`config.mk`:
```
export PLATFORM = sky130hd
export DESIGN_NAME = merkle_proof_verifier
export DESIGN_NICKNAME = d
export VERILOG_FILES = /design/src/hw/rtl/mpv_pkg.sv /design/src/hw/rtl/merkle_proof_verifier.sv
export SDC_FILE = /design/constraint.sdc
export NUM_CORES = 2
export LEC_CHECK = 0
export BUFFER_PORTS_ARGS = -buffer_cell sky130_fd_sc_hd__buf_2
export CORE_AREA = 2 2 292 582
export CTS_CLUSTER_DIAMETER = 60
export DETAILED_ROUTE_END_ITERATION = 7
export DIE_AREA = 0 0 294 584
export MAX_ROUTING_LAYER = met4
export PLACE_DENSITY = 0.67
export SLEW_MARGIN = 20
export SYNTH_ARGS = -nofsm -noshare
export SYNTH_HDL_FRONTEND = slang
export SYNTH_SLANG_ARGS = --single-unit
```
`constraint.sdc`:
```
create_clock -name clk -period 12.1 [get_ports clk]
set_clock_uncertainty 0.1 [all_clocks]
set_input_delay 1.815 -clock clk [delete_from_list [all_inputs] [get_ports clk]]
set_output_delay 1.815 -clock clk [all_outputs]
set_load 0.02 [all_outputs]
```
`src/hw/rtl/mpv_pkg.sv`:
```
// ----------------------------------------------------------------------------
// mpv_pkg: shared types and constants of the Merkle proof verifier
// SHA-256 round constants, initial hash value, fixed root and sequencer states.
// ----------------------------------------------------------------------------
package mpv_pkg;

	// request kinds carried on tuser
	localparam logic [1:0] REQ_CLEAR = 2'd0;
	localparam logic [1:0] REQ_LEAF  = 2'd1;
	localparam logic [1:0] REQ_LEVEL = 2'd2;
	localparam logic [1:0] REQ_QUERY = 2'd3;

	// result status codes
	localparam logic [1:0] ST_OK      = 2'd0;
	localparam logic [1:0] ST_META    = 2'd1;
	localparam logic [1:0] ST_REFUSED = 2'd2;

	localparam int unsigned PROOF_LEVELS = 4;
	localparam logic [2:0] LEVEL_DONE = 3'(PROOF_LEVELS + 1);
	localparam logic [2:0] LEVEL_MAX  = 3'(PROOF_LEVELS);
	localparam logic [8:0] MAX_LEAF_BYTES = 9'd255;
	localparam logic [8:0] MAX_LIST_BYTES = 9'd255;
	localparam logic [8:0] COUNT_CAP = 9'd511;

	localparam logic [255:0] ROOT_HASH =
		256'h5ac8202402_37d97d1d390bbca8b70bf339d8d3e892bcdbb14f96000d55ff65be;

	localparam logic [255:0] SHA_IV =
		256'h6a09e667_bb67ae85_3c6ef372_a54ff53a_510e527f_9b05688c_1f83d9ab_5be0cd19;

	typedef enum logic [2:0] {
		S_IDLE,
		S_FIN,
		S_LOAD,
		S_COMP,
		S_ADD,
		S_TAKE
	} state_t;

	function automatic logic [31:0] rotr(logic [31:0] x, int unsigned n);
		rotr = (x >> n) | (x << (32 - n));
	endfunction

	// SHA-256 round constant
	function automatic logic [31:0] sha_k(logic [5:0] i);
		logic [31:0] k;
		case (i)
			6'd0: k = 32'h428a2f98;  6'd1: k = 32'h71374491;
			6'd2: k = 32'hb5c0fbcf;  6'd3: k = 32'he9b5dba5;
			6'd4: k = 32'h3956c25b;  6'd5: k = 32'h59f111f1;
			6'd6: k = 32'h923f82a4;  6'd7: k = 32'hab1c5ed5;
			6'd8: k = 32'hd807aa98;  6'd9: k = 32'h12835b01;
			6'd10: k = 32'h243185be; 6'd11: k = 32'h550c7dc3;
			6'd12: k = 32'h72be5d74; 6'd13: k = 32'h80deb1fe;
			6'd14: k = 32'h9bdc06a7; 6'd15: k = 32'hc19bf174;
			6'd16: k = 32'he49b69c1; 6'd17: k = 32'hefbe4786;
			6'd18: k = 32'h0fc19dc6; 6'd19: k = 32'h240ca1cc;
			6'd20: k = 32'h2de92c6f; 6'd21: k = 32'h4a7484aa;
			6'd22: k = 32'h5cb0a9dc; 6'd23: k = 32'h76f988da;
			6'd24: k = 32'h983e5152; 6'd25: k = 32'ha831c66d;
			6'd26: k = 32'hb00327c8; 6'd27: k = 32'hbf597fc7;
			6'd28: k = 32'hc6e00bf3; 6'd29: k = 32'hd5a79147;
			6'd30: k = 32'h06ca6351; 6'd31: k = 32'h14292967;
			6'd32: k = 32'h27b70a85; 6'd33: k = 32'h2e1b2138;
			6'd34: k = 32'h4d2c6dfc; 6'd35: k = 32'h53380d13;
			6'd36: k = 32'h650a7354; 6'd37: k = 32'h766a0abb;
			6'd38: k = 32'h81c2c92e; 6'd39: k = 32'h92722c85;
			6'd40: k = 32'ha2bfe8a1; 6'd41: k = 32'ha81a664b;
			6'd42: k = 32'hc24b8b70; 6'd43: k = 32'hc76c51a3;
			6'd44: k = 32'hd192e819; 6'd45: k = 32'hd6990624;
			6'd46: k = 32'hf40e3585; 6'd47: k = 32'h106aa070;
			6'd48: k = 32'h19a4c116; 6'd49: k = 32'h1e376c08;
			6'd50: k = 32'h2748774c; 6'd51: k = 32'h34b0bcb5;
			6'd52: k = 32'h391c0cb3; 6'd53: k = 32'h4ed8aa4a;
			6'd54: k = 32'h5b9cca4f; 6'd55: k = 32'h682e6ff3;
			6'd56: k = 32'h748f82ee; 6'd57: k = 32'h78a5636f;
			6'd58: k = 32'h84c87814; 6'd59: k = 32'h8cc70208;
			6'd60: k = 32'h90befffa; 6'd61: k = 32'ha4506ceb;
			6'd62: k = 32'hbef9a3f7; 6'd63: k = 32'hc67178f2;
			default: k = 32'h0;
		endcase
		sha_k = k;
	endfunction

endpackage

```
`src/hw/rtl/merkle_proof_verifier.sv`:
```
// ----------------------------------------------------------------------------
// merkle_proof_verifier: SHA-256 Merkle proof checker over a byte stream
// Hashes a leaf and up to four levels of hash lists, checking each list holds
// the running hash, and reports whether the final hash equals a fixed root.
// ----------------------------------------------------------------------------
// One transaction is a request: clear, query, or one byte of a leaf or level
// message (tlast on the final byte). Every 64th message byte runs one SHA-256
// compression (load, 64 rounds on the single shared round unit, digest add).
// The final byte of a message adds a check state and, when the message is
// hashed, one or two more compressions plus a state that takes the digest.
// The input is not ready while a compression runs. A result is sent for
// clear, query and each final message byte, and sits in an output
// register; no new request is taken while it waits there.
module merkle_proof_verifier (
	input  logic       clk,
	input  logic       arst_n,
	input  logic       s_axis_tvalid,
	output logic       s_axis_tready,
	input  logic [7:0] s_axis_tdata,   // [7:0] data_byte
	input  logic [1:0] s_axis_tuser,   // [1:0] req_type
	input  logic       s_axis_tlast,   // last
	output logic       m_axis_tvalid,
	input  logic       m_axis_tready,
	output logic [7:0] m_axis_tdata    // [1:0] status, [4:2] level, [5] verified
);

	mpv_pkg::state_t state_q, state_d;

	logic [31:0]  blk_q [16];   // message block, also the schedule shift line
	logic [31:0]  dig_q [8];
	logic [31:0]  wk_q  [8];    // a..h
	logic [5:0]   rnd_q;
	logic [255:0] cur_q;
	logic [2:0]   lvl_q;
	logic [8:0]   cnt_q;
	logic [8:0]   len_q;
	logic         cm_q, hf_q;
	logic [1:0]   kind_q, rt_q;
	logic         fin_q, pass2_q, final_q;
	logic         ov_q;
	logic [7:0]   od_q;

	logic         acc;
	logic         beg;
	logic [8:0]   eff;
	logic         cmv, hfv, mm, wr_ok;
	logic [7:0]   hb;
	logic [31:0]  wr_word;
	logic         verif_now;
	logic         fin_bad;
	logic [1:0]   fin_status;
	logic [31:0]  pad [16];
	logic [31:0]  t1, t2, wnew;
	logic [255:0] dig_flat;

	assign acc = s_axis_tvalid && s_axis_tready;
	assign s_axis_tready = (state_q == mpv_pkg::S_IDLE) && (!ov_q || m_axis_tready);
	assign m_axis_tvalid = ov_q;
	assign m_axis_tdata = od_q;

	// message byte bookkeeping
	always_comb begin
		beg = (kind_q != s_axis_tuser) || (cnt_q == 9'd0);
		eff = beg ? 9'd0 : cnt_q;
		cmv = beg ? 1'b1 : cm_q;
		hfv = beg ? 1'b0 : hf_q;
		wr_ok = eff < mpv_pkg::COUNT_CAP;
		hb = cur_q[8'd255 - {eff[4:0], 3'b000} -: 8];
		mm = cmv && (s_axis_tdata == hb);
		wr_word = blk_q[eff[5:2]];
		case (eff[1:0])
			2'd0: wr_word[31:24] = s_axis_tdata;
			2'd1: wr_word[23:16] = s_axis_tdata;
			2'd2: wr_word[15:8] = s_axis_tdata;
			default: wr_word[7:0] = s_axis_tdata;
		endcase
		verif_now = (lvl_q == mpv_pkg::LEVEL_DONE) && (cur_q == mpv_pkg::ROOT_HASH);
	end

	// end-of-message checks and padding
	always_comb begin
		fin_bad = 1'b0;
		fin_status = mpv_pkg::ST_OK;
		if (rt_q == mpv_pkg::REQ_LEAF) begin
			if (cnt_q > mpv_pkg::MAX_LEAF_BYTES) begin
				fin_bad = 1'b1;
				fin_status = mpv_pkg::ST_META;
			end else if (lvl_q != 3'd0) begin
				fin_bad = 1'b1;
				fin_status = mpv_pkg::ST_REFUSED;
			end
		end else if (lvl_q < 3'd1 || lvl_q > mpv_pkg::LEVEL_MAX ||
				cnt_q > mpv_pkg::MAX_LIST_BYTES || cnt_q[4:0] != 5'd0 || !hf_q) begin
			fin_bad = 1'b1;
			fin_status = mpv_pkg::ST_META;
		end
		for (int i = 0; i < 16; i++) begin
			for (int j = 0; j < 4; j++) begin
				if (6'(4 * i + j) < cnt_q[5:0])
					pad[i][31 - 8 * j -: 8] = blk_q[i][31 - 8 * j -: 8];
				else if (6'(4 * i + j) == cnt_q[5:0])
					pad[i][31 - 8 * j -: 8] = 8'h80;
				else
					pad[i][31 - 8 * j -: 8] = 8'h00;
			end
		end
		if (cnt_q[5:0] < 6'd56) begin
			pad[14] = 32'd0;
			pad[15] = {20'd0, cnt_q, 3'b000};
		end
	end

	// shared SHA-256 round and schedule unit
	always_comb begin
		t1 = wk_q[7] + (mpv_pkg::rotr(wk_q[4], 6) ^ mpv_pkg::rotr(wk_q[4], 11) ^
			mpv_pkg::rotr(wk_q[4], 25)) + ((wk_q[4] & wk_q[5]) ^ (~wk_q[4] & wk_q[6])) +
			mpv_pkg::sha_k(rnd_q) + blk_q[0];
		t2 = (mpv_pkg::rotr(wk_q[0], 2) ^ mpv_pkg::rotr(wk_q[0], 13) ^
			mpv_pkg::rotr(wk_q[0], 22)) +
			((wk_q[0] & wk_q[1]) ^ (wk_q[0] & wk_q[2]) ^ (wk_q[1] & wk_q[2]));
		wnew = (mpv_pkg::rotr(blk_q[14], 17) ^ mpv_pkg::rotr(blk_q[14], 19) ^
			(blk_q[14] >> 10)) + blk_q[9] +
			(mpv_pkg::rotr(blk_q[1], 7) ^ mpv_pkg::rotr(blk_q[1], 18) ^ (blk_q[1] >> 3)) +
			blk_q[0];
		dig_flat = {dig_q[0], dig_q[1], dig_q[2], dig_q[3],
			dig_q[4], dig_q[5], dig_q[6], dig_q[7]};
	end

	// next state
	always_comb begin
		state_d = state_q;
		case (state_q)
			mpv_pkg::S_IDLE: begin
				if (acc && (s_axis_tuser == mpv_pkg::REQ_LEAF ||
						s_axis_tuser == mpv_pkg::REQ_LEVEL)) begin
					if (wr_ok && eff[5:0] == 6'd63)
						state_d = mpv_pkg::S_LOAD;
					else if (s_axis_tlast)
						state_d = mpv_pkg::S_FIN;
				end
			end
			mpv_pkg::S_FIN: state_d = fin_bad ? mpv_pkg::S_IDLE : mpv_pkg::S_LOAD;
			mpv_pkg::S_LOAD: state_d = mpv_pkg::S_COMP;
			mpv_pkg::S_COMP: if (rnd_q == 6'd63) state_d = mpv_pkg::S_ADD;
			mpv_pkg::S_ADD: begin
				if (pass2_q)
					state_d = mpv_pkg::S_LOAD;
				else if (final_q)
					state_d = mpv_pkg::S_TAKE;
				else if (fin_q)
					state_d = mpv_pkg::S_FIN;
				else
					state_d = mpv_pkg::S_IDLE;
			end
			mpv_pkg::S_TAKE: state_d = mpv_pkg::S_IDLE;
			default: state_d = mpv_pkg::S_IDLE;
		endcase
	end

	always_ff @(posedge clk or negedge arst_n) begin
		if (!arst_n)
			state_q <= mpv_pkg::S_IDLE;
		else
			state_q <= state_d;
	end

	// control state
	always_ff @(posedge clk or negedge arst_n) begin
		if (!arst_n) begin
			cur_q <= '0;
			lvl_q <= '0;
			cnt_q <= '0;
			cm_q <= 1'b1;
			hf_q <= 1'b0;
			kind_q <= mpv_pkg::REQ_CLEAR;
			rt_q <= mpv_pkg::REQ_CLEAR;
			fin_q <= 1'b0;
			pass2_q <= 1'b0;
			final_q <= 1'b0;
			rnd_q <= '0;
			ov_q <= 1'b0;
			od_q <= '0;
		end else begin
			// result drained; a request taken this cycle sets ov_q itself
			if (ov_q && m_axis_tready && !acc)
				ov_q <= 1'b0;
			case (state_q)
				mpv_pkg::S_IDLE: begin
					if (acc) begin
						case (s_axis_tuser)
							mpv_pkg::REQ_CLEAR: begin
								cur_q <= '0;
								lvl_q <= '0;
								cnt_q <= '0;
								cm_q <= 1'b1;
								hf_q <= 1'b0;
								kind_q <= mpv_pkg::REQ_CLEAR;
								ov_q <= 1'b1;
								od_q <= {2'b00, 1'b0, 3'd0, mpv_pkg::ST_OK};
							end
							mpv_pkg::REQ_QUERY: begin
								ov_q <= 1'b1;
								od_q <= {2'b00, verif_now, lvl_q,
									verif_now ? mpv_pkg::ST_OK : mpv_pkg::ST_META};
							end
							default: begin
								ov_q <= 1'b0;
								kind_q <= s_axis_tuser;
								rt_q <= s_axis_tuser;
								cm_q <= cmv;
								hf_q <= hfv;
								if (wr_ok) begin
									cnt_q <= eff + 9'd1;
									if (s_axis_tuser == mpv_pkg::REQ_LEVEL && !eff[8]) begin
										if (eff[4:0] == 5'd31) begin
											hf_q <= hfv | mm;
											cm_q <= 1'b1;
										end else begin
											cm_q <= mm;
										end
									end
								end else begin
									cnt_q <= eff;
								end
								fin_q <= s_axis_tlast;
								final_q <= 1'b0;
							end
						endcase
					end
				end
				mpv_pkg::S_FIN: begin
					kind_q <= mpv_pkg::REQ_CLEAR;
					cnt_q <= '0;
					cm_q <= 1'b1;
					hf_q <= 1'b0;
					fin_q <= 1'b0;
					if (fin_bad) begin
						ov_q <= 1'b1;
						od_q <= {2'b00, verif_now, lvl_q, fin_status};
					end else begin
						pass2_q <= cnt_q[5:0] >= 6'd56;
						final_q <= 1'b1;
					end
				end
				mpv_pkg::S_LOAD: rnd_q <= '0;
				mpv_pkg::S_COMP: rnd_q <= rnd_q + 6'd1;
				mpv_pkg::S_ADD: if (pass2_q) pass2_q <= 1'b0;
				mpv_pkg::S_TAKE: begin
					final_q <= 1'b0;
					cur_q <= dig_flat;
					lvl_q <= (rt_q == mpv_pkg::REQ_LEAF) ? 3'd1 : lvl_q + 3'd1;
					ov_q <= 1'b1;
					od_q <= {2'b00,
						((rt_q == mpv_pkg::REQ_LEAF ? 3'd1 : lvl_q + 3'd1) ==
							mpv_pkg::LEVEL_DONE) && (dig_flat == mpv_pkg::ROOT_HASH),
						(rt_q == mpv_pkg::REQ_LEAF) ? 3'd1 : lvl_q + 3'd1, mpv_pkg::ST_OK};
				end
				default: ;
			endcase
		end
	end

	// hash datapath: block, digest and working registers
	always_ff @(posedge clk) begin
		case (state_q)
			mpv_pkg::S_IDLE: begin
				if (acc && (s_axis_tuser == mpv_pkg::REQ_LEAF ||
						s_axis_tuser == mpv_pkg::REQ_LEVEL)) begin
					if (beg)
						for (int i = 0; i < 8; i++)
							dig_q[i] <= mpv_pkg::SHA_IV[255 - 32 * i -: 32];
					if (wr_ok)
						blk_q[eff[5:2]] <= wr_word;
				end
			end
			mpv_pkg::S_FIN: begin
				len_q <= cnt_q;
				if (!fin_bad)
					for (int i = 0; i < 16; i++)
						blk_q[i] <= pad[i];
			end
			mpv_pkg::S_LOAD: begin
				for (int i = 0; i < 8; i++)
					wk_q[i] <= dig_q[i];
			end
			mpv_pkg::S_COMP: begin
				wk_q[7] <= wk_q[6];
				wk_q[6] <= wk_q[5];
				wk_q[5] <= wk_q[4];
				wk_q[4] <= wk_q[3] + t1;
				wk_q[3] <= wk_q[2];
				wk_q[2] <= wk_q[1];
				wk_q[1] <= wk_q[0];
				wk_q[0] <= t1 + t2;
				for (int i = 0; i < 15; i++)
					blk_q[i] <= blk_q[i + 1];
				blk_q[15] <= wnew;
			end
			mpv_pkg::S_ADD: begin
				for (int i = 0; i < 8; i++)
					dig_q[i] <= dig_q[i] + wk_q[i];
				if (pass2_q) begin
					for (int i = 0; i < 15; i++)
						blk_q[i] <= 32'd0;
					blk_q[15] <= {20'd0, len_q, 3'b000};
				end
			end
			default: ;
		endcase
	end

endmodule

```
==> impl.org <==
** Floorplanning
- In this run the standard cell core region covers 167000 sq um.
- Number of rows created at floorplan :: 212
- Die H :: 584 um
- Die outline area :: 172000 sq um
- The initial utilization of the core area, before any placement, comes to 0.508.
- The die is 294 um wide.
- In this run the count of I/O pins placed on the die edge is 25.

** STA
- Setup repair after global routing left no endpoint under its margin.
- Minimum hold slack :: 0.360 ns
- For the finished layout, the period the worst path requires is 10.57 ns.
- Summed over all failing endpoints, the final setup total negative slack is 0 ns.
- The final hold violation count came to 0.
- For this run, the top clock speed supported by timing is 94.6 MHz.
- Setup violations remaining at the end of the flow were counted as 0.
- Of the available clock period, the critical path in the final layout requires 0.873.
- Slew Limit Headroom :: 0.0573
- Least-Margin Pin Slew :: 1.37 ns
- Final count of pins violating max slew :: 0

** Yosys
- After synthesis, the netlist uses 110 different library cells.
- Share of synthesized flip-flops with an asynchronous set or reset :: 0.221
- Area share of fa/ha/maj cells after synthesis :: 0.106
- After technology mapping, the gate count stands at 8810.
- Biggest area consumer among synthesized cells :: sky130_fd_sc_hd__edfxtp_1
- For this run, the register share of the synthesized area comes to 0.444.
- Each instance of the synthesized netlist takes up on average 9.63 sq um.
- Synthesized-area fraction occupied by xor and xnor cells :: 0.0578
- FF+latch count, synth :: 1326
- The share of synthesized area in the top cell type comes to 0.342.
- After synthesis the cells add up to 84800 sq um.
- By area, the combinational part of the netlist is dominated by simple AND/OR/NAND/NOR gates.
- Of the total synthesized cell area, the portion taken by AND, OR, NAND and NOR gates is 0.171.
- By instance count, the leading cell after synthesis is sky130_fd_sc_hd__nand2_1.
- The synthesized design contains 966 enable-type register cells.
- In the synthesized netlist, the cells that appear most often are sky130_fd_sc_hd__nand2_1, sky130_fd_sc_hd__edfxtp_1, sky130_fd_sc_hd__a21oi_1, sky130_fd_sc_hd__o21ai_0, sky130_fd_sc_hd__nor2_1.
- The Yosys step of the flow raised 0 warnings.
- The most used flip-flop cell after synthesis is sky130_fd_sc_hd__edfxtp_1.
- In the post-synthesis netlist, the biggest area contributors are sky130_fd_sc_hd__edfxtp_1, sky130_fd_sc_hd__nand2_1, sky130_fd_sc_hd__dfrtp_1, sky130_fd_sc_hd__ha_1, sky130_fd_sc_hd__fa_1.
- Multiplexer fraction of the synthesized cell area :: 0.0152
- The share of the synthesized area in compound gates (AO/OA/AOI/OAI) is 0.167.

** Place
- Summed over all nets, the half-perimeter wirelength after detailed placement is 325000 um.
- Number of placed cells counting well taps :: 10700
- Placed instance area :: 87600 sq um
- Count of input and output buffers :: 22
- Global placer's final weighted congestion :: 1.14

** Critical path
- Data on the critical path arrives at its endpoint at 11.01 ns.
- STA puts the critical path data required time at 12.55 ns.
- Among all stages on the critical path, the largest delay is contributed by sky130_fd_sc_hd__nor2b_1.
- The worst setup path is captured at a register.
- The largest single stage delay on the critical path is 0.79 ns.
- Counting stages on the worst path, the most repeated cell is sky130_fd_sc_hd__o21ai_0.
- The worst setup path is of the reg2reg kind.
- Of all nets on the critical path, the largest fanout is 13.
- Critical path launch point type :: register

** Clock tree
- The H-tree generated during clock tree synthesis spans 4 levels.
- Hold-fix buffer count after cts :: 0
- Number of CTS-inserted buffers :: 138
- Post-cts gate resize count :: 0
- Clock tree from TritonCTS :: done
- The root buffer cell chosen for the clock tree is sky130_fd_sc_hd__clkbuf_16.
- After clock tree synthesis, the clock-pin slew on the worst setup and hold paths is 0.07 ns.
- CTS Buffer Depth :: 4
- Clock insertion delay at the later pin of the skew report :: 0.87 ns
- TritonCTS sink count :: 1326
- Post-CTS setup buffer count :: 0

** Hold path
- Worst min-delay path class :: reg2reg

** Layout
- The finished cells cover 92500 sq um.
- Excluding fillers, the count of instances in the completed layout stands at 11000.
- Layout Nets :: 9330
- Area growth from synthesis to layout :: 9.02%
- In the final layout, the share of cells above drive strength 1 is 0.0736.

** Routing
- Detailed Routing Iterations Pass 1 :: 7
- Number of nets with antenna violations after routing :: 0
- Routed wire per std cell :: 39.4 um
- The routed design has 434000 um of wire.
- Initial DRC Count :: 9711
- Via Count :: 76800
- In the routed layout, each cell is associated on average with a via count of 6.97.
- Count of unresolved DRC violations after routing :: 0

** Flow run
- Number of maximum-capacitance violations :: 0

** Global route
- Remaining global-route overflow :: 0
- The number of global-route vias before repair came to 74800.
- Entering global routing, the biggest net connects 218 pins.
- Antenna violations before repair :: 42
- Global routing usage summed across all routing layers :: 0.527
- The first global-routing pass estimated 606000 um of wire.

** Outcome
- Run status :: finished clean
## worst max-delay path, delay by kind of cell, from the launching register on
family	cells	cell delay [ns]
AOI/OAI and AO/OA	17	3.90
adders and majority gates	7	3.10
and+or+nand+nor	5	1.25
buffers and inverters	6	1.02
xor gates and xnor gates	2	0.55
DFF	1	0.37
## layer usage
metal  vias up  track usage  share of wire
met3      2874        0.157          0.089
met4         0        0.642           0.17
met1     37100        0.465           0.28
li1      31300            -              -
met5         -            -              0
met2      5498        0.820           0.46
## final cells by class
cell class              count  area, sq um
diodes                     61          153
fillers                 14800        74400
clock buffers             175         3860
repair buffers            260         1980
clock inverters            66          727
well taps                2140         2680
multi-input cells        6637        44000
flip-flops and latches   1326        37700
inverters                 356         1350
## kinds of logic after synthesis
logic type / Yosys count
AO/OA/AOI/OAI: 2117
XOR/XNOR: 552
adder cells (fa/ha/maj): 600
buffers and inverters: 848
flip-flops: 1326
multiplexers: 103
other: 1
AND/OR/NAND/NOR: 3263
## final timing paths
path / from / end / slack, ns / cells past startpoint
setup reg to reg: rnd_q[0]$_DFFE_PN0P_ / wk_q[0][31]$_DFFE_PP_ / 1.53 / 37
hold reg to reg: blk_q[8][26]$_SDFFE_PP0P_ / blk_q[8][26]$_SDFFE_PP0P_ / 0.36 / 2
min in group asynchronous: arst_n / state_q[2]$_DFFE_PN0P_ / 0.94 / 1
hold / removal: blk_q[8][26]$_SDFFE_PP0P_ / blk_q[8][26]$_SDFFE_PP0P_ / 0.36 / 2
setup / recovery: rnd_q[0]$_DFFE_PN0P_ / wk_q[0][31]$_DFFE_PP_ / 1.53 / 37
max in group asynchronous: arst_n / rnd_q[3]$_DFFE_PN0P_ / 9.15 / 2
## sequential cells by signal, summed over array words and instances (netlist names), 2 cells and up
name	flops
kind_q	2
blk_q	512
state_q	3
rt_q	2
len_q	9
lvl_q	3
dig_q	256
m_axis_tdata	6
cur_q	256
cnt_q	9
wk_q	256
rnd_q	6
## placed cells by master, fill, tap and decap left out, types with 219 or more instances in the layout
| cell | synthesis | layout |
|---|---|---|
| sky130_fd_sc_hd__nor2_1 | 451 | 448 |
| sky130_fd_sc_hd__ha_1 | 401 | 401 |
| sky130_fd_sc_hd__xnor2_1 | 362 | 360 |
| sky130_fd_sc_hd__edfxtp_1 | 966 | 966 |
| sky130_fd_sc_hd__buf_4 | 9 | 232 |
| sky130_fd_sc_hd__a21o_1 | 219 | 219 |
| sky130_fd_sc_hd__nand2_1 | 1966 | 1956 |
| sky130_fd_sc_hd__o21ai_0 | 454 | 448 |
| sky130_fd_sc_hd__dfrtp_1 | 292 | 285 |
| sky130_fd_sc_hd__a22o_1 | 277 | 277 |
| sky130_fd_sc_hd__inv_1 | 352 | 350 |
| sky130_fd_sc_hd__a21oi_1 | 500 | 490 |
## metrics by stage
stage                     worst slack, ns  utilization
after global placement               1.82        0.525
after floorplan                      2.64            -
final                                1.53        0.554
after CTS                            1.78        0.553
after detailed placement             1.80        0.525
after global routing                 1.13        0.554
Power is not shown: default switching activity piles up to over one toggle a cycle in this logic, so the estimate is an artifact.
